## src/rtl/core/ntlr_pkg.sv

```systemverilog
`default_nettype none

package ntlr_pkg;

  localparam int TABLE_ENTRIES = 8;
  localparam int IDX_W         = $clog2(TABLE_ENTRIES);
  localparam int EXP_W         = $clog2(TABLE_ENTRIES + 1);

  localparam int ADDR_W = 16;
  localparam int TIME_W = 32;
  localparam int RSSI_W = 8;
  localparam int SLOT_W = 3;
  localparam int CNT_W  = 4;

  localparam logic [ADDR_W-1:0] FREE_MARKER_RST = 16'hFFFF;

  // one table entry as it moves along the ring
  typedef struct packed {
    logic [ADDR_W-1:0]        addr;
    logic [TIME_W-1:0]        tstamp;
    logic signed [RSSI_W-1:0] rssi;
  } entry_t;

  // direct write into one cell
  typedef struct packed {
    logic   en;
    entry_t data;
  } entry_wr_t;

  // scan outcome handed to the control
  typedef struct packed {
    logic              hit;
    logic              took_free;
    logic              did_evict;
    logic [IDX_W-1:0]  chosen;
    logic [ADDR_W-1:0] evicted;
    logic [EXP_W-1:0]  expired;
  } scan_sum_t;

endpackage

`default_nettype wire

```

## src/rtl/core/ntlr_cell.sv

```systemverilog
`default_nettype none

module ntlr_cell
  import ntlr_pkg::*;
(
  input  wire logic      clk,
  input  wire logic      rst,
  input  wire logic      shift,
  input  wire entry_t    d_in,
  input  wire entry_wr_t wr,
  output entry_t         q
);

  always_ff @(posedge clk) begin
    if (rst) begin
      q.addr   <= FREE_MARKER_RST;
      q.tstamp <= '0;
      q.rssi   <= '0;
    end else if (shift) begin
      q <= d_in;
    end else if (wr.en) begin
      q <= wr.data;
    end
  end

endmodule

`default_nettype wire

```

## src/rtl/core/ntlr_scan.sv

```systemverilog
`default_nettype none

module ntlr_scan
  import ntlr_pkg::*;
(
  input  wire logic              clk,
  input  wire logic              rst,
  input  wire logic              start,
  input  wire logic              step,
  input  wire logic [ADDR_W-1:0] fm,
  input  wire logic [ADDR_W-1:0] key_addr,
  input  wire logic [TIME_W-1:0] key_now,
  input  wire entry_t            head,
  output entry_t                 tail,
  output logic                   last,
  output scan_sum_t              sum
);

  logic [IDX_W-1:0]  k;
  logic              hit;
  logic              have_free;
  logic              have_old;
  logic [IDX_W-1:0]  hit_idx;
  logic [IDX_W-1:0]  free_idx;
  logic [IDX_W-1:0]  old_idx;
  logic [TIME_W-1:0] old_time;
  logic [ADDR_W-1:0] old_addr;
  logic [EXP_W-1:0]  expired;

  logic is_free, is_match, is_exp, active;

  always_comb begin
    active   = !hit;
    is_free  = (head.addr == fm);
    is_match = !is_free && (head.addr == key_addr);
    is_exp   = !is_free && !is_match && (head.tstamp > key_now);
    tail     = head;
    // expired entry leaves the head already freed, rssi kept
    if (active && is_exp) begin
      tail.addr   = fm;
      tail.tstamp = '0;
    end
  end

  assign last = (k == IDX_W'(TABLE_ENTRIES - 1));

  always_ff @(posedge clk) begin
    if (rst || start) begin
      k         <= '0;
      hit       <= 1'b0;
      have_free <= 1'b0;
      have_old  <= 1'b0;
      expired   <= '0;
    end else if (step) begin
      k <= k + 1'b1;
      if (active) begin
        if (is_free) begin
          have_free <= 1'b1;
          free_idx  <= k;
        end else if (is_match) begin
          hit     <= 1'b1;
          hit_idx <= k;
        end else if (is_exp) begin
          have_free <= 1'b1;
          free_idx  <= k;
          expired   <= expired + 1'b1;
        end else if (!have_old || head.tstamp < old_time) begin
          have_old <= 1'b1;
          old_time <= head.tstamp;
          old_idx  <= k;
          old_addr <= head.addr;
        end
      end
    end
  end

  always_comb begin
    sum.hit       = hit;
    sum.took_free = !hit && have_free;
    sum.did_evict = !hit && !have_free;
    sum.chosen    = hit ? hit_idx : (have_free ? free_idx : old_idx);
    sum.evicted   = sum.did_evict ? old_addr : fm;
    sum.expired   = expired;
  end

endmodule

`default_nettype wire

```

## src/rtl/core/neighbor_table_lookup_replace.sv

```systemverilog
// the ring of entry cells steps one entry past the head per cycle while scanning;
// a new beat is taken only in idle, not before the last one's result is in the
//   output register, and the update waits while that register is stalled
// reset: synchronous, all entries free at once (no clearing sweep), free
//   marker back to 16'hFFFF, no result pending
`default_nettype none

module neighbor_table_lookup_replace
  import ntlr_pkg::*;
(
  input  wire logic                     clk,
  input  wire logic                     rst,
  // configuration
  input  wire logic                     cfg_wr_en,
  input  wire logic [ADDR_W-1:0]        cfg_wr_data,
  // input beat
  input  wire logic                     in_valid,
  output logic                          in_stall,
  input  wire logic [ADDR_W-1:0]        rx_addr,
  input  wire logic [TIME_W-1:0]        now_ticks,
  input  wire logic signed [RSSI_W-1:0] rx_rssi,
  // result beat
  output logic                          out_valid,
  input  wire logic                     out_stall,
  output logic [SLOT_W-1:0]             slot_index,
  output logic                          was_hit,
  output logic                          took_free,
  output logic                          did_evict,
  output logic [ADDR_W-1:0]             evicted_addr,
  output logic [CNT_W-1:0]              expired_count
);

  typedef enum logic [2:0] {
    ST_IDLE   = 3'b001,
    ST_SCAN   = 3'b010,
    ST_UPDATE = 3'b100
  } state_t;

  state_t state, state_next;

  // free marker register
  logic [ADDR_W-1:0] free_marker;

  always_ff @(posedge clk) begin
    if (rst) begin
      free_marker <= FREE_MARKER_RST;
    end else if (cfg_wr_en) begin
      free_marker <= cfg_wr_data;
    end
  end

  // latched key of the beat under work
  logic [ADDR_W-1:0]        key_addr;
  logic [TIME_W-1:0]        key_now;
  logic signed [RSSI_W-1:0] key_rssi;

  logic start, step, last, upd_fire;
  scan_sum_t sum;

  assign in_stall = (state != ST_IDLE);
  assign start    = in_valid && (state == ST_IDLE);
  assign step     = (state == ST_SCAN);
  // the update waits until the output register is free
  assign upd_fire = (state == ST_UPDATE) && (!out_valid || !out_stall);

  always_ff @(posedge clk) begin
    if (start) begin
      key_addr <= rx_addr;
      key_now  <= now_ticks;
      key_rssi <= rx_rssi;
    end
  end

  always_comb begin
    state_next = state;
    case (state)
      ST_IDLE:   if (in_valid) state_next = ST_SCAN;
      ST_SCAN:   if (last) state_next = ST_UPDATE;
      ST_UPDATE: if (upd_fire) state_next = ST_IDLE;
      default:   state_next = ST_IDLE;
    endcase
  end

  always_ff @(posedge clk) begin
    if (rst) begin
      state <= ST_IDLE;
    end else begin
      state <= state_next;
    end
  end

  // ring of entry cells: cell 0 is the head, the head entry (freed if it
  // expired) re-enters at the tail, so after a full pass every entry is
  // back at its own index
  entry_t    ring_q [TABLE_ENTRIES];
  entry_t    ring_d [TABLE_ENTRIES];
  entry_wr_t ring_wr [TABLE_ENTRIES];
  entry_t    tail;
  entry_t    upd_data;

  always_comb begin
    upd_data.addr   = key_addr;
    upd_data.tstamp = key_now;
    upd_data.rssi   = key_rssi;
  end

  for (genvar k = 0; k < TABLE_ENTRIES; k++) begin : g_cell
    if (k == TABLE_ENTRIES - 1) begin : g_tail
      assign ring_d[k] = tail;
    end else begin : g_mid
      assign ring_d[k] = ring_q[k + 1];
    end

    // chosen slot gets the new address, time and rssi
    assign ring_wr[k] = '{en: upd_fire && (sum.chosen == IDX_W'(k)), data: upd_data};

    ntlr_cell u_cell (
      .clk   (clk),
      .rst   (rst),
      .shift (step),
      .d_in  (ring_d[k]),
      .wr    (ring_wr[k]),
      .q     (ring_q[k])
    );
  end

  // head evaluation and running free / oldest / hit tracking
  ntlr_scan u_scan (
    .clk      (clk),
    .rst      (rst),
    .start    (start),
    .step     (step),
    .fm       (free_marker),
    .key_addr (key_addr),
    .key_now  (key_now),
    .head     (ring_q[0]),
    .tail     (tail),
    .last     (last),
    .sum      (sum)
  );

  // output register
  always_ff @(posedge clk) begin
    if (rst) begin
      out_valid <= 1'b0;
    end else if (upd_fire) begin
      out_valid <= 1'b1;
    end else if (!out_stall) begin
      out_valid <= 1'b0;
    end
  end

  always_ff @(posedge clk) begin
    if (upd_fire) begin
      slot_index    <= SLOT_W'(sum.chosen);
      was_hit       <= sum.hit;
      took_free     <= sum.took_free;
      did_evict     <= sum.did_evict;
      evicted_addr  <= sum.evicted;
      expired_count <= CNT_W'(sum.expired);
    end
  end

  // a result beat appears only out of the update step
  a_out_from_update: assert property (@(posedge clk) disable iff (rst)
    $rose(out_valid) |-> $past(state == ST_UPDATE))
    else $error("result raised outside update");

  // exactly one of hit, free slot, eviction per beat
  a_one_outcome: assert property (@(posedge clk) disable iff (rst)
    out_valid |-> $onehot({was_hit, took_free, did_evict}))
    else $error("outcome flags not one-hot");

  // without eviction the displaced address is the free marker
  a_evict_addr: assert property (@(posedge clk) disable iff (rst)
    (out_valid && !did_evict) |-> (evicted_addr == free_marker))
    else $error("evicted address without eviction");

  // no new beat taken while the scan is running
  a_no_accept_busy: assert property (@(posedge clk) disable iff (rst)
    (state == ST_SCAN) |-> in_stall)
    else $error("input taken during scan");

endmodule

`default_nettype wire
```

## config.mk

```make
export PLATFORM = sky130hd
export DESIGN_NAME = neighbor_table_lookup_replace
export DESIGN_NICKNAME = d
export VERILOG_FILES = /design/src/rtl/core/ntlr_pkg.sv /design/src/rtl/core/ntlr_cell.sv /design/src/rtl/core/ntlr_scan.sv /design/src/rtl/core/neighbor_table_lookup_replace.sv
export SDC_FILE = /design/constraint.sdc
export NUM_CORES = 1
export LEC_CHECK = 0
export ABC_AREA = 1
export BUFFER_PORTS_ARGS = -buffer_cell sky130_fd_sc_hd__buf_4
export CORE_ASPECT_RATIO = 0.5
export CORE_MARGIN = 5
export CORE_UTILIZATION = 62
export CTS_BUF_LIST = sky130_fd_sc_hd__clkbuf_16
export DETAILED_ROUTE_END_ITERATION = 10
export PLACE_DENSITY = 0.91
export SKIP_CTS_REPAIR_TIMING = 1
export SLEW_MARGIN = 20
export SYNTH_ARGS = -nofsm -noshare
export SYNTH_HDL_FRONTEND = slang
export SYNTH_HIERARCHICAL = 1
export SYNTH_SLANG_ARGS = --single-unit
```

## constraint.sdc

```tcl
create_clock -name clk -period 5.65 [get_ports clk]
set_clock_uncertainty 0.05 [all_clocks]
set_input_delay 1.13 -clock clk [delete_from_list [all_inputs] [get_ports clk]]
set_output_delay 1.13 -clock clk [all_outputs]
set_load 0.02 [all_outputs]
```

# Word level (Yosys, flattened, before mapping)
# Cells that the tools add are included.
# word_totals
reg_bits,617
input_bits,77
memories,0
romBits,0
wordCells,152
ramBits,0
latchBits,0
# op_classes
div_mod_pow,0
shift,0
reduce_logical,43
magnitude_cmp,2
bitwise,5
n_mux,35
add_sub_neg,2
multipliers,0
eq_ne,19
# ops
cell,n
56-bit two-way mux,16
48-bit two-way mux,1
16-bit == test,2
32-bit greater-than comparator,1
32-bit < comparator,1
3-bit two-way mux,8
"3-bit == test, second input constant",6
2-bit nonzero test,9
1-bit logical AND,16
16-bit two-way mux,1
5-bit AND reduction,3
"3-bit by 2-bit == test with 1-bit output, second input constant",3
3-bit one-hot mux with 3 select lines,1
1-bit two-way mux,8
1-bit zero test,7
7-bit AND reduction,1
"3-bit by 1-bit == test with 1-bit output, second input constant",2
"2-bit != test, second input constant",3
6-bit AND reduction,1
1-bit NOT,5
"4-bit by 1-bit adder with 4-bit output, second input constant",1
"2-bit by 1-bit != test with 1-bit output, second input constant",2
4-bit AND reduction,1
"3-bit by 1-bit adder with 3-bit output, second input constant",1
other kinds (4),6

# Longest topological paths before layout
# logic_depth
depth_word,9
mapped_depth,21

# Modules after synthesis
# Netlist, hierarchy kept.
# modules_own_cells
module,instances,area_each_um2,cells_each
ntlr_cell,8,2560.0,393
ntlr_scan,1,5290.1,717
neighbor_table_lookup_replace,1,3304.4,197

# Least setup slack after synthesis
# OpenSTA, ideal clock, no wires.
# synth_timing
path_kind,input to register
start,input port in_valid
end,"register u_scan.old_addr[0], enable pin"
required_ps,5140
arrival_ps,4631
setup_time_ps,460
path_slack_ps,509
n_path_buf,0
cell_stages,7
path_cell_list,nand3_1 -> inv_1 -> nor2_1 -> inv_1 -> nor2_1 -> nand4_1 -> nor2_1
# synth_via
elab_chain_cells,4
# synth_lines
item,line_no,rtl
start: declaration,neighbor_table_lookup_replace.sv:17,"input wire logic in_valid,"
1-bit logical AND,neighbor_table_lookup_replace.sv:61,assign start = in_valid && (state == ST_IDLE);
via start,neighbor_table_lookup_replace.sv:57,"logic start, step, last, upd_fire;"
1-bit logical OR,ntlr_scan.sv:48,if (rst || start) begin
1-bit NOT (no source line),--,
7-bit AND reduction (no source line),--,
end signal: assignment,ntlr_scan.sv:71,old_addr <= head.addr;
end: declaration,ntlr_scan.sv:27,logic [ADDR_W-1:0] old_addr;
# The timed path passes the listed nets, and every way through them passes these cells.
# A chain may end at the register's enable or synchronous reset.

# Worst setup path after layout
# layout_timing
start,register key_now[15]
end,"register u_scan.old_time[0], enable pin"
# layout_via
elab_chain_cells,4
# layout_lines
item,line_no,rtl
start: declaration,neighbor_table_lookup_replace.sv:54,logic [TIME_W-1:0] key_now;
start signal: assignment,neighbor_table_lookup_replace.sv:69,key_now <= now_ticks;
32-bit greater-than comparator,ntlr_scan.sv:36,is_exp = !is_free && !is_match && (head.tstamp > key_now);
1-bit logical AND,ntlr_scan.sv:36,
1-bit NOT (no source line),--,
7-bit AND reduction (no source line),--,
end signal: assignment,ntlr_scan.sv:69,old_time <= head.tstamp;
end: declaration,ntlr_scan.sv:26,logic [TIME_W-1:0] old_time;
# No other way between the ends.

==> results by group <==
Cells and area
  – Layout filler cell count: 3,031
  – # nets final: about 3.7k
  – Share of cells above drive strength 1: 7.587%
  – Final core utilization: 68.41%
  – Finished Layout Cells: 4,112
  – P&R area growth vs syn: 7.959%
  – # diodes: 0

Power
  – Power Dens Cells: 280.8 nW/µm²
  – Leakage: ~15 nW
  – VDD IR max: 0.0001808 V

Global route
  – Vias in the first global route: 22.80k
  – Gr ovfl total: 0
  – First-pass GRT wire length: 112.8 mm
  – GRT Util Overall: 29.32%
  – Largest net degree at the start of global routing: 150
  – Initial antenna violation count: 0

Floorplanning
  – Top-level I/O count: 105
  – Core Area: 40,860 µm²
  – Die Span Y: 154.5 µm
  – Die X: 299.0 µm
  – Row Count: 52
  – Initial Util: 63.37%
  – Die ar.: 46,190 µm²

CTS
  – CTS Sinks: 545
  – Reg clk slew, reported paths: 0.07 ns
  – Num CTS Buffers: 46
  – Root buffer cell: clkbuf_16
  – H-tree depth: 2
  – Worst skew pair latency: between 0.5 and 0.6 ns
  – CTS Buffer Depth: 3
  – CTS tree: built

Critical path
  – CP Capture Type: flop
  – Req. time, crit path: 5.84 ns
  – CP max FO: 26
  – Critical path class: reg2reg
  – CP Launch Type: flop
  – Arrival @ worst endpoint: 4.10 ns
  – Flop2flop setup slack: 1.73 ns

STA
  – Crit share post-route: a little over two thirds
  – Fmax: 255.2 MHz
  – WHS: ~0.43 ns
  – Max Slew Vio Count: 0
  – RSZ-0062 raised after global routing: no
  – Tmin final: 3.919 ns
  – Final WS setup: 1.731 ns
  – Final hold viol count: 0
  – Slew headroom: between 20 and 30%
  – Final TNS setup: 0 ns
  – Endpoints failing setup: 0
  – Worst-Margin Slew: about 1.1 ns

Yosys
  – Synthesized area: between 20,000 and 30,000 µm²
  – Mapped Cells: 3,594
  – Mapped Nets: 3,737
  – Ys Warns: 6
  – Mapped Avg Cell Area: 7.204 µm²

Route
  – DRC: 0
  – WL final: 70.74 mm
  – Initial DRC count: 3,595
  – DR WL/cell: 17.20 µm
  – Vias per Instance: 5.848
  – Final ANT Viol Nets: 0
  – Vias: between 20k and 25k
  – Drt pass-1 iters: 6

Place
  – Dpl cells: slightly above 4k
  – Place WS: 1.752 ns
  – Routability cong.: 0.8658
  – PortBufs: 96
  – Post-DP HPWL: 41.46 mm

Hold path
  – Hold WC Path Type: reg2reg

Job
  – Max Cap Viol: 0

Run status
  – Outcome: finished, final reports clean
-- per-stage QoR --
| step | power, W | area, µm² |
|---|---|---|
| floorplan | 0.004568 | 25890 |
| global placement | 0.004730 | 26470 |
| detailed placement | 0.004747 | 26470 |
| CTS | 0.007837 | 27920 |
| global route | 0.008078 | 27950 |
| finish | 0.007848 | 27950 |
-- power by group --
part | switching, W | total [W] | internal (W)
Combinational | 0.000347 | 0.000490 | 0.000142
Clock | 0.00146 | 0.00316 | 0.00170
Sequential | 0.000126 | 0.00420 | 0.00408
-- area by class of cell --
type / count / area, µm² / area share [%]
inverter: 458 / 1719 / 6.150
clock inverter: 36 / 229.0 / 0.8192
timing repair buffer: 133 / 1031 / 3.688
tap: 540 / 675.6 / 2.417
clock buffer: 49 / 1226 / 4.387
sequential: 545 / 12220 / 43.72
multi-input combinational: 2351 / 10850 / 38.81
-- critical path: stages (launching register included) --
cell and delay [ns]:
edfxtp_1 0.62, inv_1 0.11, ha_1 0.33, nand2_1 0.12, nor3_1 0.31, nand3_1 0.26, nor2_2 0.21, nor2_4 0.09
nand2_1 0.09, nand4_1 0.15, nor2_4 0.73, buf_4 0.48
-- flip-flops by register name, summed over array words and instances, names as in the netlist, 3 cells and up --
| name | count |
|---|---|
| evicted_addr | 16 |
| expired_count | 4 |
| free_marker | 16 |
| g_cell.u_cell/q | 384 |
| key_addr | 16 |
| key_now | 32 |
| slot_index | 3 |
| state | 3 |
| u_scan/expired | 4 |
| u_scan/free_idx | 3 |
| u_scan/hit_idx | 3 |
| u_scan/k | 3 |
| u_scan/old_addr | 16 |
| u_scan/old_idx | 3 |
| u_scan/old_time | 32 |
-- layout by cell type (no fill, tap or decap), drive strengths merged --
| cell type | n |
|---|---|
| nand2 | 1306 |
| nand3 | 667 |
| inv | 468 |
| dfxtp | 414 |
| a21oi | 170 |
| buf | 133 |
| edfxtp | 131 |
| nor2 | 71 |
| ha | 66 |
| clkbuf | 49 |
| o21ai | 42 |
| clkinv | 23 |
| nand4 | 8 |
| nor3 | 6 |
| bufinv | 3 |
| xor2 | 2 |
| a211oi | 2 |
| xnor2 | 2 |
| or2 | 1 |
| o21bai | 1 |
| a31oi | 1 |
| a21o | 1 |
| o21a | 1 |
| nor4 | 1 |
| and3 | 1 |
| o31ai | 1 |
| o211ai | 1 |
-- per-layer routing --
layer / track usage [%] / vias to the layer above / part of all wire [%]
li1: - / 11180 / -
met1: 36.95 / 11030 / 38
met4: 13.36 / 0 / 4.4
met5: 0 / - / 0
met3: 5.477 / 292 / 11
met2: 49.57 / 1545 / 46
-- worst paths after layout --
| path | from | cells past startpoint | end |
|---|---|---|---|
| max | key_now[15]$_DFFE_PP_ | 11 | u_scan/old_time[0]$_DFFE_PP_ |
| min | g_cell[4].u_cell/q[49]$_SDFFE_PP1P_ | 2 | g_cell[4].u_cell/q[49]$_SDFFE_PP1P_ |
| max reg2reg | key_now[15]$_DFFE_PP_ | 11 | u_scan/old_time[0]$_DFFE_PP_ |
| min reg2reg | g_cell[4].u_cell/q[49]$_SDFFE_PP1P_ | 2 | g_cell[4].u_cell/q[49]$_SDFFE_PP1P_ |
Power figures use the tool's default switching activity.
